## src/lmbs_pkg.sv

```systemverilog
// Shared types and constants for the LED matrix bit-plane row scanner.
// No dependencies; imported by the frame store, row formatter and top level.
`timescale 1ns / 1ps

package lmbs_pkg;

    localparam int FRAME_ROWS = 16;
    localparam int ROW_BYTES  = 2;
    localparam int MUX_GROUPS = 4;
    localparam int LANES      = FRAME_ROWS * ROW_BYTES / MUX_GROUPS;
    localparam int LANE_W     = $clog2(LANES);
    localparam int WORD_W     = 8 * LANES;

    typedef enum logic {
        OP_WRITE = 1'b0,
        OP_TICK  = 1'b1
    } opcode_t;

    typedef enum logic [1:0] {
        CFG_PROJECTION = 2'd0,
        CFG_DWELL0     = 2'd1,
        CFG_DWELL1     = 2'd2,
        CFG_DWELL2     = 2'd3
    } cfg_index_t;

    localparam logic [7:0] DWELL0_RESET = 8'd3;
    localparam logic [7:0] DWELL1_RESET = 8'd4;
    localparam logic [7:0] DWELL2_RESET = 8'd22;

    // byte write into the frame store
    typedef struct packed {
        logic              en;
        logic [1:0]        plane;
        logic [1:0]        group;
        logic [LANE_W-1:0] lane;
        logic [7:0]        data;
    } fs_wr_t;

    // row group read from the frame store
    typedef struct packed {
        logic       en;
        logic [1:0] plane;
        logic [1:0] group;
    } fs_rd_t;

endpackage

```

## src/lmbs_frame_store.sv

```systemverilog
// Frame store: one word per plane and row group, holding rows r, r+4, r+8, r+12.
// Byte-lane writes, registered word read, per-byte valid bits cleared at reset.
// Depends on lmbs_pkg.
`timescale 1ns / 1ps

module lmbs_frame_store
    import lmbs_pkg::*;
#(
    parameter int PLANES = 3
)
(
    input  logic              clk,
    input  logic              rst_n,
    input  fs_wr_t            wr,
    input  fs_rd_t            rd,
    output logic [WORD_W-1:0] rdata
);

    localparam int DEPTH  = PLANES * MUX_GROUPS;
    localparam int ADDR_W = (DEPTH > 1) ? $clog2(DEPTH) : 1;

    logic [WORD_W-1:0] mem [DEPTH];
    logic [LANES-1:0]  vld_reg [DEPTH];
    logic [WORD_W-1:0] rd_data_reg;
    logic [LANES-1:0]  rd_vld_reg;
    logic [3:0]        wr_full;
    logic [3:0]        rd_full;
    logic [ADDR_W-1:0] waddr;
    logic [ADDR_W-1:0] raddr;

    assign wr_full = {wr.plane, wr.group};
    assign rd_full = {rd.plane, rd.group};
    assign waddr   = wr_full[ADDR_W-1:0];
    assign raddr   = rd_full[ADDR_W-1:0];

    always_ff @(posedge clk)
    begin
        if (wr.en)
        begin
            mem[waddr][8*wr.lane +: 8] <= wr.data;
        end
        if (rd.en)
        begin
            rd_data_reg <= mem[raddr];
        end
    end

    always_ff @(posedge clk or negedge rst_n)
    begin
        if (!rst_n)
        begin
            for (int i = 0; i < DEPTH; i++)
            begin
                vld_reg[i] <= '0;
            end
            rd_vld_reg <= '0;
        end
        else
        begin
            if (wr.en)
            begin
                vld_reg[waddr][wr.lane] <= 1'b1;
            end
            if (rd.en)
            begin
                rd_vld_reg <= vld_reg[raddr];
            end
        end
    end

    // blank any byte never written since reset
    always_comb
    begin
        for (int k = 0; k < LANES; k++)
        begin
            rdata[8*k +: 8] = rd_vld_reg[k] ? rd_data_reg[8*k +: 8] : 8'h00;
        end
    end

endmodule

```

## src/lmbs_row_format.sv

```systemverilog
// Row formatter: interleaves the four rows of a group into eight shift bytes.
// Applies the two fixed bit shuffles and the byte order of the layout mode.
// Depends on lmbs_pkg.
`timescale 1ns / 1ps

module lmbs_row_format
    import lmbs_pkg::*;
(
    input  logic [WORD_W-1:0] word,
    input  logic              projection,
    output logic [63:0]       shift_bytes
);

    function automatic logic [15:0] shuffle_a(input logic [7:0] a, input logic [7:0] b);
        logic [15:0] r;
        r = '0;
        for (int k = 0; k < 4; k++)
        begin
            r[7-2*k]  = a[k];
            r[15-2*k] = a[4+k];
            r[6-2*k]  = b[k];
            r[14-2*k] = b[4+k];
        end
        return r;
    endfunction

    function automatic logic [15:0] shuffle_b(input logic [7:0] a, input logic [7:0] b);
        logic [15:0] r;
        r = '0;
        for (int k = 0; k < 4; k++)
        begin
            r[1+2*k] = a[k];
            r[9+2*k] = a[4+k];
            r[2*k]   = b[k];
            r[8+2*k] = b[4+k];
        end
        return r;
    endfunction

    logic [7:0]  row0_h0, row0_h1, row1_h0, row1_h1;
    logic [7:0]  row2_h0, row2_h1, row3_h0, row3_h1;
    logic [15:0] u0, u1, l0, l1;

    assign row0_h0 = word[7:0];
    assign row0_h1 = word[15:8];
    assign row1_h0 = word[23:16];
    assign row1_h1 = word[31:24];
    assign row2_h0 = word[39:32];
    assign row2_h1 = word[47:40];
    assign row3_h0 = word[55:48];
    assign row3_h1 = word[63:56];

    always_comb
    begin
        if (projection)
        begin
            u0 = shuffle_b(row0_h0, row1_h0);
            u1 = shuffle_b(row0_h1, row1_h1);
            l0 = shuffle_a(row2_h0, row3_h0);
            l1 = shuffle_a(row2_h1, row3_h1);
            shift_bytes = {l1, l0, u0[7:0], u0[15:8], u1[7:0], u1[15:8]};
        end
        else
        begin
            u0 = shuffle_a(row0_h0, row1_h0);
            u1 = shuffle_a(row0_h1, row1_h1);
            l0 = shuffle_b(row2_h0, row3_h0);
            l1 = shuffle_b(row2_h1, row3_h1);
            shift_bytes = {l0[7:0], l0[15:8], l1[7:0], l1[15:8], u1, u0};
        end
    end

endmodule

```

## src/led_matrix_bitplane_row_scanner.sv

```systemverilog
// Top level of the LED matrix bit-plane row scanner.
// Depends on lmbs_pkg, lmbs_frame_store and lmbs_row_format.
`timescale 1ns / 1ps

// Usage:
//   Input channel (in_valid/in_ready): opcode 0 transfers one frame byte
//   (wr_plane, wr_row, wr_half, wr_data) and gives no result; a byte for a
//   plane at or beyond PLANES is dropped. Opcode 1 is a scan tick: advance
//   the plane counter, and the row group on plane wrap, then give one result.
//   Output channel (out_valid/out_ready): shift_bytes, row_line, dwell and
//   shown_plane for the new plane and row group.
//   Config channel (cfg_valid/cfg_ready, always ready): cfg_index 0 is the
//   projection layout bit, 1..3 the dwell values of planes 0..2.
//   Result path: a tick's result passes the registered frame store read and
//   then the result register before it is valid.
//   Throughput: one item per cycle while out_ready keeps the result moving, set by the single-word frame store read.
//   Reset: counters, config and valid registers go to their reset values at
//   once; the frame is blank through per-byte valid bits, no clearing pass.
//   Stall: with out_ready low the result holds, one more tick moves into the
//   read stage, and then in_ready drops until the result is taken.

module led_matrix_bitplane_row_scanner
    import lmbs_pkg::*;
#(
    parameter int PLANES = 3
)
(
    input  logic        clk,
    input  logic        rst_n,
    input  logic        in_valid,
    output logic        in_ready,
    input  logic        opcode,
    input  logic [1:0]  wr_plane,
    input  logic [3:0]  wr_row,
    input  logic        wr_half,
    input  logic [7:0]  wr_data,
    output logic        out_valid,
    input  logic        out_ready,
    output logic [63:0] shift_bytes,
    output logic [1:0]  row_line,
    output logic [7:0]  dwell,
    output logic [1:0]  shown_plane,
    input  logic        cfg_valid,
    output logic        cfg_ready,
    input  logic [1:0]  cfg_index,
    input  logic [7:0]  cfg_data
);

    logic        proj_reg;
    logic [7:0]  dwell0_reg, dwell1_reg, dwell2_reg;
    logic [1:0]  plane_reg, plane_next;
    logic [1:0]  row_reg, row_next;
    logic        s1_valid_reg;
    logic        s1_proj_reg;
    logic [1:0]  s1_row_reg;
    logic [1:0]  s1_plane_reg;
    logic [7:0]  s1_dwell_reg;
    logic        out_valid_reg;
    logic [63:0] shift_bytes_reg;
    logic [1:0]  row_line_reg;
    logic [7:0]  dwell_reg;
    logic [1:0]  shown_plane_reg;
    logic        in_xfer, tick_xfer, s1_adv;
    logic [7:0]  dwell_sel;
    logic [WORD_W-1:0] rd_word;
    logic [63:0] fmt_bytes;
    fs_wr_t      fs_wr;
    fs_rd_t      fs_rd;

    assign cfg_ready = 1'b1;
    assign s1_adv    = !out_valid_reg || out_ready;
    assign in_ready  = !s1_valid_reg || s1_adv;
    assign in_xfer   = in_valid && in_ready;
    assign tick_xfer = in_xfer && (opcode == OP_TICK);

    always_comb
    begin
        plane_next = plane_reg;
        row_next   = row_reg;
        if (tick_xfer)
        begin
            if (plane_reg >= 2'(PLANES - 1))
            begin
                plane_next = 2'd0;
                row_next   = row_reg + 2'd1;
            end
            else
            begin
                plane_next = plane_reg + 2'd1;
            end
        end
    end

    always_comb
    begin
        case (plane_next)
            2'd0:    dwell_sel = dwell0_reg;
            2'd1:    dwell_sel = dwell1_reg;
            default: dwell_sel = dwell2_reg;
        endcase
    end

    always_comb
    begin
        fs_wr.en    = in_xfer && (opcode == OP_WRITE) && (wr_plane < 2'(PLANES));
        fs_wr.plane = wr_plane;
        fs_wr.group = wr_row[1:0];
        fs_wr.lane  = {wr_row[3:2], wr_half};
        fs_wr.data  = wr_data;
        fs_rd.en    = tick_xfer;
        fs_rd.plane = plane_next;
        fs_rd.group = row_next;
    end

    always_ff @(posedge clk or negedge rst_n)
    begin
        if (!rst_n)
        begin
            proj_reg   <= 1'b0;
            dwell0_reg <= DWELL0_RESET;
            dwell1_reg <= DWELL1_RESET;
            dwell2_reg <= DWELL2_RESET;
        end
        else if (cfg_valid && cfg_ready)
        begin
            case (cfg_index)
                CFG_PROJECTION: proj_reg   <= cfg_data[0];
                CFG_DWELL0:     dwell0_reg <= cfg_data;
                CFG_DWELL1:     dwell1_reg <= cfg_data;
                CFG_DWELL2:     dwell2_reg <= cfg_data;
                default:        proj_reg   <= proj_reg;
            endcase
        end
    end

    always_ff @(posedge clk or negedge rst_n)
    begin
        if (!rst_n)
        begin
            plane_reg     <= 2'd0;
            row_reg       <= 2'd0;
            s1_valid_reg  <= 1'b0;
            out_valid_reg <= 1'b0;
        end
        else
        begin
            plane_reg <= plane_next;
            row_reg   <= row_next;
            if (in_ready)
            begin
                s1_valid_reg <= tick_xfer;
            end
            if (s1_adv)
            begin
                out_valid_reg <= s1_valid_reg;
            end
        end
    end

    always_ff @(posedge clk)
    begin
        if (tick_xfer)
        begin
            s1_proj_reg  <= proj_reg;
            s1_row_reg   <= row_next;
            s1_plane_reg <= plane_next;
            s1_dwell_reg <= dwell_sel;
        end
        if (s1_adv && s1_valid_reg)
        begin
            shift_bytes_reg <= fmt_bytes;
            row_line_reg    <= ~s1_row_reg;
            dwell_reg       <= s1_dwell_reg;
            shown_plane_reg <= s1_plane_reg;
        end
    end

    lmbs_frame_store #(
        .PLANES (PLANES)
    ) u_store (
        .clk   (clk),
        .rst_n (rst_n),
        .wr    (fs_wr),
        .rd    (fs_rd),
        .rdata (rd_word)
    );

    lmbs_row_format u_format (
        .word        (rd_word),
        .projection  (s1_proj_reg),
        .shift_bytes (fmt_bytes)
    );

    assign out_valid   = out_valid_reg;
    assign shift_bytes = shift_bytes_reg;
    assign row_line    = row_line_reg;
    assign dwell       = dwell_reg;
    assign shown_plane = shown_plane_reg;

    a_plane_range: assert property (@(posedge clk) disable iff (!rst_n)
        plane_reg < 2'(PLANES))
        else $error("plane counter out of range");

    a_tick_loads: assert property (@(posedge clk) disable iff (!rst_n)
        tick_xfer |=> s1_valid_reg)
        else $error("tick transfer did not reach the read stage");

    a_write_silent: assert property (@(posedge clk) disable iff (!rst_n)
        (in_xfer && (opcode == OP_WRITE)) |=> !s1_valid_reg)
        else $error("frame write produced a result");

    a_out_plane: assert property (@(posedge clk) disable iff (!rst_n)
        out_valid |-> (shown_plane < 2'(PLANES)))
        else $error("result shows a plane out of range");

endmodule
```

## config.mk

```make
export PLATFORM = sky130hd
export DESIGN_NAME = led_matrix_bitplane_row_scanner
export DESIGN_NICKNAME = d
export VERILOG_FILES = /design/src/lmbs_pkg.sv /design/src/lmbs_frame_store.sv /design/src/lmbs_row_format.sv /design/src/led_matrix_bitplane_row_scanner.sv
export SDC_FILE = /design/constraint.sdc
export NUM_CORES = 2
export LEC_CHECK = 0
export BUFFER_PORTS_ARGS = -buffer_cell sky130_fd_sc_hd__buf_2
export CAP_MARGIN = 20
export CORE_MARGIN = 5
export CORE_UTILIZATION = 38
export DETAILED_ROUTE_END_ITERATION = 8
export GPL_ROUTABILITY_DRIVEN = 0
export PLACE_DENSITY = 0.52
export SETUP_SLACK_MARGIN = 0.4
export SLEW_MARGIN = 20
export SYNTH_ARGS = -nofsm -noshare
export SYNTH_HDL_FRONTEND = slang
export SYNTH_SLANG_ARGS = --single-unit
```

## constraint.sdc

```tcl
create_clock -name clk -period 9.8 [get_ports clk]
set_clock_uncertainty 0.15 [all_clocks]
set_input_delay 1.47 -clock clk [delete_from_list [all_inputs] [get_ports clk]]
set_output_delay 1.47 -clock clk [all_outputs]
set_load 0.01 [all_outputs]
```

# Yosys cells after proc, flatten, opt, wreduce, memory -nomap -nowiden
# Memory sizes are Yosys's and may differ from the RTL's. A register that Yosys moved wholly into a read port is not among the register bits.
# Index checks and enable logic that the tools add are counted.
dict set report word_totals {
  regBits 224
  mem_bits_rw 768
  in_bits 31
  out_inout_bits 79
  elab_cells 91
  mem_count 1
}
# memory words word_bits read_ports rd_ports_with_merged_regs wr line_no
set memory_table {}
lappend memory_table {u_store.mem 12 64 1 1 1 lmbs_frame_store.sv:22} ;# logic [WORD_W-1:0] mem [DEPTH];
dict set report op_classes {
  n_addsub 3
  magnitude_cmp 7
  eq_ne 4
  shifts 2
  muxes 23
  n_bitwise 5
  reduce_logical 17
}
# cell count
set ops {}
lappend ops {{$mux W64} 2}
lappend ops {{$or A96 B96 Y96} 1}
lappend ops {{$mux W8} 11}
lappend ops {{$shift A8 B34 Y64 const A} 1}
lappend ops {{$shiftx A8 B34 Y64} 1}
lappend ops {{$neg A6 Y34} 1}
lappend ops {{$bmux W8 S4} 1}
lappend ops {{$demux W8 S4} 1}
lappend ops {{$pmux W8 S2} 1}
lappend ops {{$ge A5 B5 Y1 const B} 2}
lappend ops {{$not A4 Y5} 2}
lappend ops {{$mux W2} 4}
lappend ops {{$reduce_and A2 Y1} 4}
lappend ops {{$logic_and A1 B1 Y1} 7}
lappend ops {{$lt A5 B1 Y1 const B} 1}
lappend ops {{$add A2 B1 Y2 const B} 2}
lappend ops {{$eq A2 B1 Y1 const B} 2}
lappend ops {{$eq A2 B2 Y1 const B} 2}
lappend ops {{$logic_not A2 Y1} 2}
lappend ops {{$lt A3 B4 Y1 const B} 1}
lappend ops {{$demux W1 S3} 1}
lappend ops {{$ge A3 B1 Y1 const B} 1}
lappend ops {{$ge A2 B2 Y1 const B} 1}
lappend ops {{$logic_not A1 Y1} 2}
lappend ops {{5 further kinds} 7}

# Longest topological paths before layout
dict set report logic_depth {
  depth_word 10
  mapped_depth 10
  depth_no_buf 7
}

# By module
# From an unflattened synthesis, not the netlist that was laid out.
dict set report hier_totals {
  cells_unflattened 2221
  hier_area_um2 41895.2
}
# mod n_inst cells_each area_each_um2 seq_area_each_um2
set modules_own_cells {}
lappend modules_own_cells {lmbs_frame_store 1 1885 36432.4 27586.5}
lappend modules_own_cells {led_matrix_bitplane_row_scanner 1 265 4385.5 3455.8}
lappend modules_own_cells {lmbs_row_format 1 71 1077.3 0.0}

# Worst setup path before layout
# Ideal clock, no wire load.
dict set report synth_path {
  kind {input port to flip-flop}
  start {input out_ready}
  end {register u_store.rd_vld_reg[0]}
  setup_time_ns 0.135
  arrival_time_ns 4.485
  required_time_ns 9.515
  setup_slack_ns 5.030
  cell_stages 8
  n_path_buf 1
  path_cell_list {and3b_2 inv_2 buf_6 nand2_2 clkinv_1 o22ai_1 or4_1 o211ai_1}
}
dict set report synth_between {
  elab_chain_len 9
  word_cells_on_any_way 10
  cone_classes {5 x mux; 1 x bitwise; 4 x reduce/logical}
}
# element line_no
set synth_lines {}
lappend synth_lines {{start, declared} led_matrix_bitplane_row_scanner.sv:38} ;# input logic out_ready,
lappend synth_lines {{$logic_or A1 B1 Y1 (*)} led_matrix_bitplane_row_scanner.sv:71} ;# assign s1_adv = !out_valid_reg || out_ready;
lappend synth_lines {{$logic_or A1 B1 Y1 (*)} led_matrix_bitplane_row_scanner.sv:72} ;# assign in_ready = !s1_valid_reg || s1_adv;
lappend synth_lines {{$logic_and A1 B1 Y1 (*)} led_matrix_bitplane_row_scanner.sv:73} ;# assign in_xfer = in_valid && in_ready;
lappend synth_lines {{$logic_and A1 B1 Y1 (*)} led_matrix_bitplane_row_scanner.sv:74} ;# assign tick_xfer = in_xfer && (opcode == OP_TICK);
lappend synth_lines {{net tick_xfer} led_matrix_bitplane_row_scanner.sv:63} ;# logic in_xfer, tick_xfer, s1_adv;
lappend synth_lines {{$mux W2} led_matrix_bitplane_row_scanner.sv:80} ;# if (tick_xfer)
lappend synth_lines {{$not A4 Y5 (implied by the code)} lmbs_frame_store.sv:66} ;# rd_vld_reg <= vld_reg[raddr];
lappend synth_lines {{$bmux W8 S4} lmbs_frame_store.sv:66}
lappend synth_lines {{$mux W8 (implied by the code) (2 in a row)} lmbs_frame_store.sv:66}
lappend synth_lines {{end signal, assigned} lmbs_frame_store.sv:66}
lappend synth_lines {{end, declared} lmbs_frame_store.sv:25} ;# logic [LANES-1:0] rd_vld_reg;
# The timed path passes the listed nets; every way through them passes the cells marked *. The select of a mux whose other input is x is not followed.
# A chain may end at the register's enable or synchronous reset.

# Final worst setup path
dict set report layout_path {
  start {input out_ready}
  end {register u_store.rd_data_reg[15], read port of u_store.mem (data pin)}
}
dict set report layout_between {
  elab_chain_len 5
  word_cells_on_any_way 6
  cone_classes {2 x mux; 4 x reduce/logical}
}
# element line_no
set layout_lines {}
lappend layout_lines {{$logic_or A1 B1 Y1 (*)} led_matrix_bitplane_row_scanner.sv:71}
lappend layout_lines {{$logic_or A1 B1 Y1 (*)} led_matrix_bitplane_row_scanner.sv:72}
lappend layout_lines {{$logic_and A1 B1 Y1 (*)} led_matrix_bitplane_row_scanner.sv:73}
lappend layout_lines {{$logic_and A1 B1 Y1 (*)} led_matrix_bitplane_row_scanner.sv:74}
lappend layout_lines {{$mux W2} led_matrix_bitplane_row_scanner.sv:80}
lappend layout_lines {{end, declared} lmbs_frame_store.sv:24} ;# logic [WORD_W-1:0] rd_data_reg;
# Every way passes the cells marked *; elsewhere a longest branch is shown, timed or not.

==> results.sh <==
export IMPL_status="finished clean"
export IMPL_crit_fanout=96
export IMPL_dp_hpwl_mm=82.21
export IMPL_clk_latency_ns=0.70
export IMPL_vias=31750
export IMPL_rsz0062_at_grt="false"
export IMPL_clkTransAtPathRegs_ns=0.06
export IMPL_drt_total_wl_mm=139.4
export IMPL_fin_tns_setup_ns=0
export IMPL_synth_top_family_by_area="compound AO/OA/AOI/OAI gates"
export IMPL_grt_pass1_vias=30740
export IMPL_antenna_found_initial=4
export IMPL_grt_overflow_total=0
export IMPL_fin_crit_ns=4.830
export IMPL_dpl_cell_count=5050
export IMPL_required_ns=10.05
export IMPL_drc=0
export IMPL_ir_drop_v=0.0002442
export IMPL_placed_area_um2=49460
export IMPL_largest_reg_flops=768
export IMPL_tightestPinTransition_ns=1.181
export IMPL_synth_nets=3630
export IMPL_synth_xor_area_share=0.0001832
export IMPL_ys_ff_latch=1056
export IMPL_setup_slack_ns=4.970
export IMPL_finalNonFillerCells=5269
export IMPL_avgSynthCellArea_um2=13.31
export IMPL_async_flop_share=0.1278
export IMPL_synth_compound_area_share=0.1464
export IMPL_drtIter0Drc=2993
export IMPL_cp_end_kind="flop"
export IMPL_p_total_w=0.01293
export IMPL_postRouteAntennaNets=0
export IMPL_ios=110
export IMPL_synthMuxAreaShare=0.08651
export IMPL_syn_cell_area_um2=47820
export IMPL_dieWidth_um=364.7
export IMPL_hold_viol_final=0
export IMPL_coreArea_um2=125400
export IMPL_fin_crit_sh=0.4929
export IMPL_yosysWarnings=0
export IMPL_drive_gt1_frac=0.1505
export IMPL_cts_root_buf="clkbuf_16"
export IMPL_cts_resized=0
export IMPL_synth_cells=3593
export IMPL_areaGrowthSynthToFinish_pct=11.48
export IMPL_final_nets=3554
export IMPL_synthFlopType="edfxtp_1"
export IMPL_wl_per_cell_um=26.46
export IMPL_die_area_um2=133000
export IMPL_hold_path_class="reg -> reg"
export IMPL_h_tree_depth=3
export IMPL_cts_tree="built"
export IMPL_synth_edf_count=921
export IMPL_yosysTopAreaCellShare=0.5784
export IMPL_rows=130
export IMPL_fmax_ghz=0.2070
export IMPL_finalInstanceArea_um2=53310
export IMPL_drv_slew=0
export IMPL_drv_cap=0
export IMPL_finalSetupViolations=0
export IMPL_cts_made_buffers=114
export IMPL_clock_sinks=1056
export IMPL_cp_start_kind="primary input"
export IMPL_yosysUniqueCellTypes=64
export IMPL_cp_arrival_ns=5.08
export IMPL_first_pass_iters=6
export IMPL_synth_top_cell_by_area="edfxtp_1"
export IMPL_synth_common_cells="edfxtp_1 (921), o21ai_0 (309), clkbuf_1 (211), mux2i_1 (204), nor4_1 (191)"
export IMPL_die_y_um=364.7
export IMPL_start_util=0.3813
export IMPL_path_class="in -> reg"
export IMPL_synth_area_leaders="edfxtp_1 (58%), dfrtp_1 (6.8%), mux2i_1 (4.3%), mux2_2 (3.8%), o21ai_0 (3.2%)"
export IMPL_via_per_inst=6.027
export IMPL_grt_max_degree=194
export IMPL_yosys_cell_count_top_type="edfxtp_1"
export IMPL_min_path_cells=0
export IMPL_grt_pass1_wl_mm=206.8
export IMPL_io_buffers=108
export IMPL_grt_usage=0.2059
export IMPL_synth_seq_area_share=0.6492
export IMPL_cts_setup_buffers=0
export IMPL_yosys_area_share_simple=0.08284
export IMPL_clockBufferDepth=3
export IMPL_post_place_ws_ns=4.345
export IMPL_postCtsHoldBufs=0
export IMPL_slew_headroom=0.2046
export IMPL_p_per_area_nw_per_um2=242.5
export IMPL_synthAdderAreaFrac=0.001570
export IMPL_p_leak_nw=17.26
export IMPL_r2r_cells=8
routing by layer:
layer	share of wire	GRT usage	vias to the layer above
li1	-	-	14210
met1	0.44	0.2921	16180
met2	0.46	0.3291	1128
met3	0.067	0.03338	244
met4	0.028	0.05828	0
met5	0	0	-
per-stage QoR:
step | hold WS [ns] | utilization
after CTS | 0.2652 | 0.4248
after detailed placement | 0.2557 | 0.3944
final | 0.2609 | 0.4251
after global routing | 0.2754 | 0.4250
after global placement | 0.2514 | 0.3944
after floorplan | 0.2503 | -
cell families (layout without fill, tap and decap cells):
group | Yosys count | in the layout
flops | 1056 | 1056
compound gates | 1011 | 1011
simple gates | 773 | 773
mux | 377 | 377
buf+inv | 368 | 390
fa+ha+maj | 6 | 6
other cells | 1 | 5
xor+xnor | 1 | 1
worst paths after layout:
| kind | from | slack [ns] | to |
|---|---|---|---|
| setup / recovery | out_ready | 4.97 | u_store.rd_data_reg[15]$_DFFE_PN_ |
| hold / removal | s1_plane_reg[0]$_DFFE_PN_ | 0.26 | shown_plane[0]$_DFFE_PP_ |
| setup reg to reg | s1_valid_reg$_DFFE_PN0N_ | 5.40 | u_store.rd_data_reg[15]$_DFFE_PN_ |
| hold reg to reg | s1_plane_reg[0]$_DFFE_PN_ | 0.26 | shown_plane[0]$_DFFE_PP_ |
| max in group asynchronous | rst_n | 7.55 | dwell1_reg[5]$_DFFE_PN0P_ |
| min in group asynchronous | rst_n | 0.65 | u_store.vld_reg[71]$_DFFE_PN0P_ |
critical path, cell delays in order:
cell	delay [ns]
buf_2	0.08
and3b_4	0.32
inv_6	0.47
buf_4	0.83
nand3_4	0.47
buf_4	0.57
and3_1	0.35
o21ai_0	0.23
o2111ai_1	0.16
power breakdown:
group          total (W)  switching (W)  internal (W)
clock network    0.00440        0.00181       0.00260
registers        0.00537       0.000230       0.00514
logic            0.00315        0.00210       0.00105
total             0.0129        0.00414       0.00879
placed cells by master, fill, tap and decap left out, types with 76 or more instances in the layout:
cell and instances:
a21o_1 84, o21ai_0 309, buf_2 107, nor2_1 165, nor4_1 191, nand3_1 140, and3_1 81, mux2_2 160
mux2i_1 204, clkbuf_16 115, a211oi_1 76, o211ai_1 135, edfxtp_1 921, nand2_1 107, dfrtp_1 127
cell type report:
| cell class | instances | area, µm² |
|---|---|---|
| Clock inverter | 69 | 718.2 |
| Tap cell | 1650 | 2064 |
| Antenna cell | 4 | 10.01 |
| Timing Repair Buffer | 164 | 1017 |
| Inverter | 12 | 62.56 |
| Clock buffer | 145 | 3100 |
| Multi-Input combinational cell | 2169 | 15280 |
| Sequential cell | 1056 | 31050 |
| Fill cell | 11430 | 72100 |
Note: power is estimated with default switching activity, not from simulation.
